<file path="src/hw/rtl/mexp_pkg.sv">
// Package for the modular exponentiation block: widths, microcode word layout,
// control/status structs and the microcode program ROM.
// No dependencies.
`timescale 1ns / 1ps
`default_nettype none

package mexp_pkg;

	localparam int W         = 32;                    // operand width
	localparam int CNT_W     = $clog2(W + 1);         // bit counter, holds W
	localparam int PC_W      = 5;                     // microcode address
	localparam int IN_DATA_W  = ((2 * W + 7) / 8) * 8; // value_a, value_b
	localparam int OUT_DATA_W = ((W + 7) / 8) * 8;     // result

	typedef enum logic [3:0] {
		OP_NOP   = 4'd0,
		OP_RINIT = 4'd1,  // r = 0, cnt = W, mb = reg(sa)
		OP_RSTEP = 4'd2,  // restoring reduction step of mb into r
		OP_MINIT = 4'd3,  // r = 0, cnt = W, ma = reg(sa), mb = reg(sb)
		OP_MDBL  = 4'd4,  // r = 2r mod m
		OP_MADD  = 4'd5,  // if mb msb: r = r + ma mod m; mb <<= 1; cnt--
		OP_WR    = 4'd6,  // reg(sa) = r
		OP_ESHR  = 4'd7,  // e >>= 1
		OP_CLR   = 4'd8,  // acc = 0
		OP_DONE  = 4'd9   // hand acc to the output register
	} op_t;

	typedef enum logic [2:0] {
		C_NEVER  = 3'd0,
		C_ALWAYS = 3'd1,
		C_MZERO  = 3'd2,
		C_EZERO  = 3'd3,
		C_EBIT0  = 3'd4,
		C_MORE   = 3'd5,
		C_NOTDIV = 3'd6
	} cond_t;

	typedef enum logic [1:0] {
		REG_ACC = 2'd0,
		REG_SQ  = 2'd1,
		REG_TA  = 2'd2
	} rsel_t;

	typedef struct packed {
		op_t              op;
		rsel_t            sa;
		rsel_t            sb;
		cond_t            cond;
		logic [PC_W-1:0]  target;
	} ucw_t;

	// datapath flags seen by the sequencer
	typedef struct packed {
		logic mzero;
		logic ezero;
		logic ebit0;
		logic more;
		logic notdiv;
		logic out_free;
	} stat_t;

	// program labels
	localparam logic [PC_W-1:0] L_EXP   = PC_W'(4);
	localparam logic [PC_W-1:0] L_SQ    = PC_W'(10);
	localparam logic [PC_W-1:0] L_FIN   = PC_W'(15);
	localparam logic [PC_W-1:0] L_ZERO  = PC_W'(23);
	localparam logic [PC_W-1:0] L_DONE  = PC_W'(24);
	localparam logic [PC_W-1:0] PC_LAST = L_DONE;

	function automatic ucw_t mk(op_t op, rsel_t sa, rsel_t sb, cond_t cond,
	                            logic [PC_W-1:0] target);
		ucw_t w;
		w.op     = op;
		w.sa     = sa;
		w.sb     = sb;
		w.cond   = cond;
		w.target = target;
		return w;
	endfunction

	// Right-to-left square-and-multiply, then the divide-mode final product.
	function automatic ucw_t rom(logic [PC_W-1:0] pc);
		ucw_t w;
		case (pc)
			5'd0:  w = mk(OP_NOP,   REG_ACC, REG_ACC, C_MZERO,  L_ZERO);
			5'd1:  w = mk(OP_RINIT, REG_SQ,  REG_ACC, C_NEVER,  '0);
			5'd2:  w = mk(OP_RSTEP, REG_ACC, REG_ACC, C_MORE,   PC_W'(2));
			5'd3:  w = mk(OP_WR,    REG_SQ,  REG_ACC, C_NEVER,  '0);
			5'd4:  w = mk(OP_NOP,   REG_ACC, REG_ACC, C_EZERO,  L_FIN);
			5'd5:  w = mk(OP_NOP,   REG_ACC, REG_ACC, C_EBIT0,  L_SQ);
			5'd6:  w = mk(OP_MINIT, REG_SQ,  REG_ACC, C_NEVER,  '0);
			5'd7:  w = mk(OP_MDBL,  REG_ACC, REG_ACC, C_NEVER,  '0);
			5'd8:  w = mk(OP_MADD,  REG_ACC, REG_ACC, C_MORE,   PC_W'(7));
			5'd9:  w = mk(OP_WR,    REG_ACC, REG_ACC, C_NEVER,  '0);
			5'd10: w = mk(OP_MINIT, REG_SQ,  REG_SQ,  C_NEVER,  '0);
			5'd11: w = mk(OP_MDBL,  REG_ACC, REG_ACC, C_NEVER,  '0);
			5'd12: w = mk(OP_MADD,  REG_ACC, REG_ACC, C_MORE,   PC_W'(11));
			5'd13: w = mk(OP_WR,    REG_SQ,  REG_ACC, C_NEVER,  '0);
			5'd14: w = mk(OP_ESHR,  REG_ACC, REG_ACC, C_ALWAYS, L_EXP);
			5'd15: w = mk(OP_NOP,   REG_ACC, REG_ACC, C_NOTDIV, L_DONE);
			5'd16: w = mk(OP_RINIT, REG_TA,  REG_ACC, C_NEVER,  '0);
			5'd17: w = mk(OP_RSTEP, REG_ACC, REG_ACC, C_MORE,   PC_W'(17));
			5'd18: w = mk(OP_WR,    REG_TA,  REG_ACC, C_NEVER,  '0);
			5'd19: w = mk(OP_MINIT, REG_TA,  REG_ACC, C_NEVER,  '0);
			5'd20: w = mk(OP_MDBL,  REG_ACC, REG_ACC, C_NEVER,  '0);
			5'd21: w = mk(OP_MADD,  REG_ACC, REG_ACC, C_MORE,   PC_W'(20));
			5'd22: w = mk(OP_WR,    REG_ACC, REG_ACC, C_ALWAYS, L_DONE);
			5'd23: w = mk(OP_CLR,   REG_ACC, REG_ACC, C_NEVER,  '0);
			default: w = mk(OP_DONE, REG_ACC, REG_ACC, C_NEVER, '0);
		endcase
		return w;
	endfunction

endpackage

`default_nettype wire

</file>
<file path="src/hw/rtl/mexp_seq.sv">
// Microcode sequencer: step counter, busy flag, program ROM and jump logic.
// Depends on mexp_pkg.
`timescale 1ns / 1ps
`default_nettype none

module mexp_seq (
	input  wire                  clk,
	input  wire                  arst_n,
	input  wire                  start,
	input  mexp_pkg::stat_t      stat,
	output logic                 busy,
	output mexp_pkg::ucw_t       cw
);
	import mexp_pkg::*;

	logic            busy_q;
	logic [PC_W-1:0] pc_q;
	logic            take;

	assign cw   = rom(pc_q);
	assign busy = busy_q;

	always_comb begin
		case (cw.cond)
			C_NEVER:  take = 1'b0;
			C_ALWAYS: take = 1'b1;
			C_MZERO:  take = stat.mzero;
			C_EZERO:  take = stat.ezero;
			C_EBIT0:  take = stat.ebit0;
			C_MORE:   take = stat.more;
			C_NOTDIV: take = stat.notdiv;
			default:  take = 1'b0;
		endcase
	end

	always_ff @(posedge clk or negedge arst_n) begin
		if (!arst_n) begin
			busy_q <= 1'b0;
			pc_q   <= '0;
		end else if (start) begin
			busy_q <= 1'b1;
			pc_q   <= '0;
		end else if (busy_q) begin
			if (cw.op == OP_DONE) begin
				if (stat.out_free) busy_q <= 1'b0;
			end else if (take) begin
				pc_q <= cw.target;
			end else begin
				pc_q <= pc_q + PC_W'(1);
			end
		end
	end

	a_pc_range: assert property (@(posedge clk) disable iff (!arst_n)
		busy_q |-> pc_q <= PC_LAST)
		else $error("pc left program");

	a_done_release: assert property (@(posedge clk) disable iff (!arst_n)
		(busy_q && !start && cw.op == OP_DONE && stat.out_free) |=> !busy_q)
		else $error("busy held after done");

endmodule

`default_nettype wire

</file>
<file path="src/hw/rtl/mexp_dp.sv">
// Datapath: modulus register, operand registers, modular add/reduce unit,
// bit counter and the output register. Driven by the microcode word.
// Depends on mexp_pkg.
`timescale 1ns / 1ps
`default_nettype none

module mexp_dp (
	input  wire                         clk,
	input  wire                         arst_n,
	input  wire                         cfg_wen,
	input  wire  [mexp_pkg::W-1:0]      cfg_wdata,
	input  wire                         start,
	input  wire                         action,
	input  wire  [mexp_pkg::W-1:0]      value_a,
	input  wire  [mexp_pkg::W-1:0]      value_b,
	input  wire                         busy,
	input  mexp_pkg::ucw_t              cw,
	output mexp_pkg::stat_t             stat,
	output logic                        out_valid,
	input  wire                         out_ready,
	output logic [mexp_pkg::W-1:0]      out_data
);
	import mexp_pkg::*;

	logic [W-1:0]     m_q, acc_q, sq_q, ta_q, e_q, ma_q, mb_q, r_q;
	logic [CNT_W-1:0] cnt_q;
	logic             dv_q;
	logic             out_valid_q;
	logic [W-1:0]     out_q;

	logic [W:0]       sum, diff;
	logic [W-1:0]     red, src_a, src_b;
	logic             out_free;

	function automatic logic [W-1:0] pick(rsel_t s, logic [W-1:0] acc,
	                                      logic [W-1:0] sq, logic [W-1:0] ta);
		logic [W-1:0] v;
		case (s)
			REG_ACC: v = acc;
			REG_SQ:  v = sq;
			REG_TA:  v = ta;
			default: v = acc;
		endcase
		return v;
	endfunction

	assign src_a = pick(cw.sa, acc_q, sq_q, ta_q);
	assign src_b = pick(cw.sb, acc_q, sq_q, ta_q);

	// shared add then conditional subtract; inputs always sum below 2m
	always_comb begin
		case (cw.op)
			OP_RSTEP: sum = {r_q, mb_q[W-1]};
			OP_MDBL:  sum = {1'b0, r_q} + {1'b0, r_q};
			OP_MADD:  sum = {1'b0, r_q} + {1'b0, ma_q};
			default:  sum = {1'b0, r_q};
		endcase
		diff = sum - {1'b0, m_q};
		red  = (sum >= {1'b0, m_q}) ? diff[W-1:0] : sum[W-1:0];
	end

	assign out_free      = !out_valid_q || out_ready;
	assign stat.mzero    = (m_q == '0);
	assign stat.ezero    = (e_q == '0);
	assign stat.ebit0    = !e_q[0];
	assign stat.more     = (cnt_q != CNT_W'(1));
	assign stat.notdiv   = !dv_q;
	assign stat.out_free = out_free;

	assign out_valid = out_valid_q;
	assign out_data  = out_q;

	always_ff @(posedge clk or negedge arst_n) begin
		if (!arst_n) begin
			m_q <= W'(1);
		end else if (cfg_wen) begin
			m_q <= cfg_wdata;
		end
	end

	always_ff @(posedge clk or negedge arst_n) begin
		if (!arst_n) begin
			out_valid_q <= 1'b0;
		end else if (busy && cw.op == OP_DONE && out_free) begin
			out_valid_q <= 1'b1;
		end else if (out_ready) begin
			out_valid_q <= 1'b0;
		end
	end

	always_ff @(posedge clk) begin
		if (start) begin
			dv_q  <= action;
			acc_q <= W'(1);
			ta_q  <= value_a;
			if (!action) begin
				sq_q <= value_a;
				e_q  <= value_b;
			end else begin
				sq_q <= value_b;
				e_q  <= (m_q >= W'(2)) ? (m_q - W'(2)) : '0;
			end
		end else if (busy) begin
			case (cw.op)
				OP_RINIT: begin
					r_q   <= '0;
					cnt_q <= CNT_W'(W);
					mb_q  <= src_a;
				end
				OP_RSTEP: begin
					r_q   <= red;
					mb_q  <= mb_q << 1;
					cnt_q <= cnt_q - CNT_W'(1);
				end
				OP_MINIT: begin
					r_q   <= '0;
					cnt_q <= CNT_W'(W);
					ma_q  <= src_a;
					mb_q  <= src_b;
				end
				OP_MDBL: r_q <= red;
				OP_MADD: begin
					if (mb_q[W-1]) r_q <= red;
					mb_q  <= mb_q << 1;
					cnt_q <= cnt_q - CNT_W'(1);
				end
				OP_WR: begin
					case (cw.sa)
						REG_ACC: acc_q <= r_q;
						REG_SQ:  sq_q  <= r_q;
						REG_TA:  ta_q  <= r_q;
						default: acc_q <= r_q;
					endcase
				end
				OP_ESHR: e_q   <= e_q >> 1;
				OP_CLR:  acc_q <= '0;
				OP_DONE: if (out_free) out_q <= acc_q;
				default: ;
			endcase
		end
	end

	a_cnt_live: assert property (@(posedge clk) disable iff (!arst_n)
		(busy && !start && (cw.op == OP_RSTEP || cw.op == OP_MADD)) |-> cnt_q != '0)
		else $error("bit counter underflow");

	a_out_load: assert property (@(posedge clk) disable iff (!arst_n)
		(busy && !start && cw.op == OP_DONE && out_free) |=> out_valid_q)
		else $error("result not presented");

endmodule

`default_nettype wire

</file>
<file path="src/hw/rtl/modular_exponentiation.sv">
// Top level of the modular exponentiation block: stream ports, config port,
// sequencer and datapath. Depends on mexp_pkg, mexp_seq, mexp_dp.
`timescale 1ns / 1ps
`default_nettype none

// Computes value_a^value_b mod m (tuser = 0) or value_a * value_b^(m-2) mod m
// (tuser = 1, Fermat division, valid for prime m) by right-to-left
// square-and-multiply. The user must write the modulus m through
// cfg_wen/cfg_wdata only while the block is idle; the block itself does
// not enforce this. m resets to 1. An exponent of zero gives 1; a modulus
// of zero gives 0. One item is in flight at a time: s_axis_tready is low
// from acceptance until the result is placed in the output register, which
// can hold a result while the next beat is taken. Every modular product is
// a shift-and-add over W bits, a double and a conditional add per bit plus
// setup and write-back, run by a microcode program on one shared add/reduce
// unit. Each exponent bit costs two test steps and a shift, plus the square,
// plus the multiply when the bit is set. The base is reduced first; a
// divide adds one more reduction and product.
module modular_exponentiation (
	input  wire                              clk,
	input  wire                              arst_n,
	// modulus register write
	input  wire                              cfg_wen,
	input  wire  [mexp_pkg::W-1:0]           cfg_wdata,
	// input beats
	input  wire                              s_axis_tvalid,
	output logic                             s_axis_tready,
	input  wire  [mexp_pkg::IN_DATA_W-1:0]   s_axis_tdata,  // value_a, value_b
	input  wire  [0:0]                       s_axis_tuser,  // action
	// result beats
	output logic                             m_axis_tvalid,
	input  wire                              m_axis_tready,
	output logic [mexp_pkg::OUT_DATA_W-1:0]  m_axis_tdata   // result
);
	import mexp_pkg::*;

	logic         busy;
	logic         start;
	ucw_t         cw;
	stat_t        stat;
	logic [W-1:0] result;

	// ready whenever no item is being worked on
	assign s_axis_tready = !busy;
	assign start         = s_axis_tvalid && s_axis_tready;
	assign m_axis_tdata  = OUT_DATA_W'(result);

	mexp_seq u_seq (
		.clk    (clk),
		.arst_n (arst_n),
		.start  (start),
		.stat   (stat),
		.busy   (busy),
		.cw     (cw)
	);

	mexp_dp u_dp (
		.clk       (clk),
		.arst_n    (arst_n),
		.cfg_wen   (cfg_wen),
		.cfg_wdata (cfg_wdata),
		.start     (start),
		.action    (s_axis_tuser[0]),
		.value_a   (s_axis_tdata[W-1:0]),
		.value_b   (s_axis_tdata[2*W-1:W]),
		.busy      (busy),
		.cw        (cw),
		.stat      (stat),
		.out_valid (m_axis_tvalid),
		.out_ready (m_axis_tready),
		.out_data  (result)
	);

endmodule

`default_nettype wire

</file>
<file path="config.mk">
export PLATFORM = sky130hd
export DESIGN_NAME = modular_exponentiation
export DESIGN_NICKNAME = d
export VERILOG_FILES = /design/src/hw/rtl/mexp_pkg.sv /design/src/hw/rtl/mexp_seq.sv /design/src/hw/rtl/mexp_dp.sv /design/src/hw/rtl/modular_exponentiation.sv
export SDC_FILE = /design/constraint.sdc
export NUM_CORES = 1
export LEC_CHECK = 0
export ABC_CLOCK_PERIOD_IN_PS = 23200
export BUFFER_PORTS_ARGS = -buffer_cell sky130_fd_sc_hd__buf_2
export CORE_ASPECT_RATIO = 0.5
export CORE_MARGIN = 3
export CORE_UTILIZATION = 25
export CTS_CLUSTER_DIAMETER = 80
export CTS_CLUSTER_SIZE = 24
export DETAILED_ROUTE_END_ITERATION = 12
export GPL_TIMING_DRIVEN = 1
export PLACE_DENSITY = 0.4
export SYNTH_ARGS = -nofsm -noshare
export SYNTH_HDL_FRONTEND = slang
export SYNTH_SLANG_ARGS = --single-unit
</file>
<file path="constraint.sdc">
create_clock -name clk -period 23.2 [get_ports clk]
set_clock_uncertainty 0.2 [all_clocks]
set_input_delay 2.32 -clock clk [delete_from_list [all_inputs] [get_ports clk]]
set_output_delay 2.32 -clock clk [all_outputs]
set_load 0.005 [all_outputs]
</file>
# Word level (Yosys, flattened, before mapping)
# Memories as Yosys holds them, arrays and structs flattened.
# Cells that the tools add are included.
[totals] reg_bits=302 latch_bits=0 ramBits=0 romBits=480 input_bits=102 output_inout_bits=34 wordCells=116 mem_count=1
[memory_table] name="(no name shown)" words=32 width=15 read_ports=1 rd_ports_with_merged_regs=0 write_ports=0 line="mexp_pkg.sv:84" source="case (pc)"
[op_classes] n_addsub=6 multipliers=0 n_div=0 order_cmp=2 eq_ne=23 shifts=0 mux=35 bitwise_logic=1 reduce_logical=34
[ops] cell="$mux W32" count=17
[ops] cell="$pmux W32 S2" count=3
[ops] cell="$pmux W32 S3" count=2
[ops] cell="$pmux W33 S3" count=1
[ops] cell="$add A32 B32 Y33" count=2
[ops] cell="$logic_not A32 Y1" count=2
[ops] cell="$ge A33 B32 Y1" count=1
[ops] cell="$ge A32 B2 Y1 const B" count=1
[ops] cell="$sub A32 B2 Y32 const B" count=1
[ops] cell="$sub A32 B32 Y32" count=1
[ops] cell="$mux W5" count=4
[ops] cell="$reduce_and A3 Y1" count=6
[ops] cell="$eq A4 B3 Y1 const B" count=4
[ops] cell="$reduce_bool A2 Y1" count=8
[ops] cell="$pmux W6 S2" count=1
[ops] cell="$eq A3 B3 Y1 const B" count=3
[ops] cell="$eq A4 B2 Y1 const B" count=2
[ops] cell="$eq A4 B4 Y1 const B" count=2
[ops] cell="$reduce_and A4 Y1" count=2
[ops] cell="$reduce_or A2 Y1" count=4
[ops] cell="$eq A3 B2 Y1 const B" count=2
[ops] cell="$mux W1" count=6
[ops] cell="$ne A6 B1 Y1 const B" count=1
[ops] cell="$pmux W1 S6" count=1
[ops] cell="14 further kinds" count=24

# Longest topological paths before layout
# An unclocked memory read counts as a cell.
[depth] word_depth=7 mapped_depth=36

# Hierarchy
# Synthesis repeated with hierarchy kept, for this count alone.
[hier_totals] hier_cells=2098 area_unflattened_um2=19497.4
[modules_own_cells] module="mexp_dp" instances=1 cells_each=1951 area_each_um2=18445.2 seq_area_each_um2=8404.3
[modules_own_cells] module="mexp_seq" instances=1 cells_each=145 area_each_um2=1042.2 seq_area_each_um2=150.1
[modules_own_cells] module="modular_exponentiation" instances=1 cells_each=2 area_each_um2=10.0 seq_area_each_um2=0.0

# Worst setup path before layout
# No wires, ideal clock.
[synth_path] path_kind="register to register" startpoint="register u_seq.pc_q[2]" endpoint="register u_dp.r_q[30], data pin" setup_time_ns=0.271 t_arrival_ns=7.348 path_slack_ns=15.381 path_stages_with_launch=37 period_less_slack_ns=7.819 cell_sequence="dfrtp_1 buf_2 clkbuf_1 inv_1 ha_1 nor3_1 a311oi_1 or2_1 clkbuf_1 nand3_1 nor2_1 clkbuf_1 mux2_2 ha_1 fa_1 a211oi_1 nor3_1 o21ai_0 a21oi_1 nor2_1 o21ai_0 xnor2_1 a221oi_1 nor2_1 ha_1 buf_1 nand3_1 or4_1 nor3_1 a21oi_1 o21ai_0 a211oi_1 and2_1 clkbuf_1 buf_2 nand3_1 o22ai_1"
[synth_via] elab_chain_cells=7 elab_cells_between_ends=14 classes_between="add/sub: 1; order compare: 1; eq/ne: 5; mux: 4; reduce/logical: 2; memory: 1"
[synth_rtl] element="from (decl)" line="mexp_seq.sv:17" source="logic [PC_W-1:0] pc_q;"
[synth_rtl] element="from (signal assigned)" line="mexp_seq.sv:47" source="pc_q <= cw.target;"
[synth_rtl] element="from (signal assigned)" line="mexp_seq.sv:49" source="pc_q <= pc_q + PC_W'(1);"
[synth_rtl] element="$mem_v2 Z32 W15 *"
[synth_rtl] element="$eq A4 B3 Y1 / $eq A4 B2 Y1 (equally long branches)" line="mexp_dp.sv:52, mexp_dp.sv:104"
[synth_rtl] element="$pmux W33 S3" line="mexp_dp.sv:52" source="case (cw.op)"
[synth_rtl] element="$sub A32 B32 Y32 / $ge A33 B32 Y1 (equally long branches)" line="mexp_dp.sv:58, mexp_dp.sv:59"
[synth_rtl] element="$mux W32" line="mexp_dp.sv:59" source="red = (sum >= {1'b0, m_q}) ? diff[W-1:0] : sum[W-1:0];"
[synth_rtl] element="$mux W32" line="mexp_dp.sv:123" source="if (mb_q[W-1]) r_q <= red;"
[synth_rtl] element="$pmux W32 S3 *" line="mexp_dp.sv:104" source="case (cw.op)"
[synth_rtl] element="to (signal assigned)" line="mexp_dp.sv:111" source="r_q <= red;"
[synth_rtl] element="to (signal assigned)" line="mexp_dp.sv:121" source="OP_MDBL: r_q <= red;"
[synth_rtl] element="to (signal assigned)" line="mexp_dp.sv:123"
[synth_rtl] element="to (decl)" line="mexp_dp.sv:25" source="logic [W-1:0] m_q, acc_q, sq_q, ta_q, e_q, ma_q, mb_q, r_q;"
# Every way passes the cells marked *; elsewhere a longest branch is shown, timed or not. The select of a mux whose other input is x is not followed.
# A chain may end at the register's enable or synchronous reset.

# Worst setup path after layout
[layout_path] startpoint="register u_seq.pc_q[2]" endpoint="register u_dp.r_q[0], data pin"
# The elaborated chain is that of the path after synthesis.

==> results.toml <==
[synth]
synthTopCellsByArea = "edfxtp_1, o21ai_0, nand2_1"
syn_inst = 2075
synth_xor_area_share_pct = 3.07
ys_seq_area_share_pct = 44.7
synth_ff_type = "edfxtp_1"
yosysUniqueCellTypes = 77
syn_avg_cell_area_um2 = 9.22
yosysTopAreaCellShare_pct = 36.3
synth_seq_cells = 302
syn-num-nets = 2256
synthAdderAreaFrac_pct = 5.25
synth_edf_count = 231
synthArstFlopShare_pct = 12.9
yosys.area.top_type = "edfxtp_1"
synth_top_family_by_area = "compound AO/OA/AOI/OAI gates"
synth_compound_area_share_pct = 20.6
synth-warning-count = 0
yosys.area_share.simple_pct = 16.4
synth_mux_area_share_pct = 6.06
syn_area_um2 = 19100

[grt]
grt_pass1_wl_mm = 111
antenna_found_initial = 4
grt_max_degree = 79
grt_usage_pct = 18.7
grt-ovfl-total = 0
grt_pass1_vias = 15600

[detailed_routing]
ant_nets = 0
vias = 16500
wl_per_cell_um = 24.5
vias_per_cell = 5.22
first_pass_iters = 6
drtIter0Drc = 1714
finalWirelength_mm = 77.5
drc = 0

[finish]
nNetsFinal = 2306
fin_util_pct = 28.5
drive_gt1_share_pct = 11.9
design_area_um2 = 21500
area_growth_pct = 12.6

[floorplanning]
io_pins = 136
start_util_pct = 25.4
die_w_um = 397
die_y_um = 202
core_um2 = 75400
rows = 71
die_area_um2 = 80100

[setup_path]
crit_path_top_delay_cell = "dfrtp_1"
start_kind = "flip-flop"
cp-end-kind = "flip-flop"
cp_slowest_stage_delay_ns = 0.86
crit_arrival_ns = 9.83
ff2ff_path_depth = 28
crit_type = "flip-flop to flip-flop"
critPathRequiredTime_ns = 23.38
worst-path-max-fanout = 35

[status]
status = "finished clean"

[sta]
finalHoldViolations = 0
tns_ns = 0
final_max_slew_viol_count = 0
slew_headroom_pct = 29.6
tightest_slew_ns = 1.06
rsz0062_at_grt = "false"
setup_viol = 0
max_freq_mhz = 104
fin_crit_sh_pct = 41.6
post-route-min-period_ns = 9.65

[hold_path]
min_path_cells = 2
hp-class = "flip-flop to flip-flop"

[placed_design]
gp_congestion = 0.849
dpl-instance-area_um2 = 20900
dp_hpwl_mm = 57.0
port_buffers = 135

[clock_network]
root_buffer = "clkbuf_16"
cts_made_buffers = 20
clkTransAtPathRegs_ns = 0.11
insertion_delay_ns = 0.59
cts_tree = "yes"
cts_buffer_depth = 3
clkSinkCount = 302
post_cts_buffers = 0
ctsHoldBuffers = 0
htreeDepth = 1
cts_resized = 0

[run]
drv_cap = 0
## synth_stat cells (5+ instances only)
cell and n:
a211oi_1 23, a21o_1 32, a21oi_1 128, a221o_1 5, a221oi_1 16, a22oi_1 73
a31oi_1 29, and2_1 10, and3_1 19, buf_1 12, clkbuf_1 114, dfrtp_1 38
dfxtp_1 32, edfxtp_1 231, ha_1 77, inv_1 69, mux2_2 36, mux2i_1 73
nand2_1 296, nand2b_1 14, nand3_1 87, nand3b_1 5, nand4_1 21, nor2_1 132
nor2b_1 18, nor3_1 27, nor4_1 16, o2111ai_1 5, o211ai_1 13, o21a_1 9
o21ai_0 231, o21bai_1 10, o22ai_1 12, o31ai_1 7, or3_1 13, or4_1 5
xnor2_1 46, xor2_1 21
## path summary, 6_finish.rpt
kind                                 from             end  slack (ns)
max                         u_seq.pc_q[2]     u_dp.r_q[0]       13.55
min                        u_dp.acc_q[15]  u_dp.acc_q[15]        0.30
max reg2reg                 u_seq.pc_q[2]     u_dp.r_q[0]       13.55
min reg2reg                u_dp.acc_q[15]  u_dp.acc_q[15]        0.30
max in group asynchronous          arst_n  u_dp.out_valid       20.71
min in group asynchronous          arst_n   u_seq.pc_q[2]        1.65
## layer usage
layer / track usage [%] / routed length (um)
met5: 0 / 29
met4: 3.68 / 1560
met3: 3.20 / 5690
met2: 26.8 / 31900
met1: 29.0 / 38300
## cells by family after synthesis
group / after synthesis
AND/OR/NAND/NOR: 681
AO/OA/AOI/OAI: 636
flip-flops: 302
buffers and inverters: 200
multiplexers: 110
adder cells (fa/ha/maj): 79
XOR/XNOR: 67
## through the flow
stage	hold WS [ns]	instances	setup WS (ns)
2_1_floorplan	0.251	2075	15.38
3_3_place_gp	0.277	3125	13.82
3_5_place_dp	0.279	3125	13.73
4_1_cts	0.297	3159	13.62
5_1_grt	0.323	3160	12.69
6_report	0.299	3160	13.55
## cell usage in the layout (no fill, tap or decap), types with 73 or more instances in the layout
cell type,netlist,layout
a21oi_1,128,127
o21ai_0,231,229
nor2_1,132,127
nand2_1,296,294
edfxtp_1,231,231
mux2i_1,73,73
a22oi_1,73,73
nand3_1,87,86
buf_2,3,134
ha_1,77,75
## critical path: cells and delay by family (launching register included)
family,cells,cell delay (ns)
muxes,1,0.40
AOI/OAI and AO/OA,14,4.44
DFF,1,0.86
buffers and inverters,2,0.69
and+or+nand+nor,7,1.37
adders and majority gates,4,1.46
## area by class of cell
type | count | area (um^2)
repair buffers | 157 | 843
clock inverters | 11 | 145
clock buffers | 23 | 512
diodes | 1 | 2.50
well taps | 1022 | 1280
inverters | 71 | 267
fillers | 8021 | 53900
flip-flops and latches | 302 | 8550
multi-input cells | 1573 | 9920
## flip-flops by register name, summed over array words and instances (netlist names)
| register | cells |
|---|---|
| u_seq.pc_q | 5 |
| u_dp.dv_q | 1 |
| u_dp.ta_q | 32 |
| u_dp.acc_q | 32 |
| u_dp.mb_q | 32 |
| u_dp.ma_q | 32 |
| u_dp.e_q | 32 |
| u_dp.m_q | 32 |
| u_dp.r_q | 32 |
| u_dp.out_data | 32 |
| u_dp.out_valid | 1 |
| u_dp.sq_q | 32 |
| u_dp.cnt_q | 6 |
| u_seq.busy | 1 |
Power is left out: the tool's default activity adds up to more than one toggle a clock period on the data nets, which glitch-free logic cannot reach.
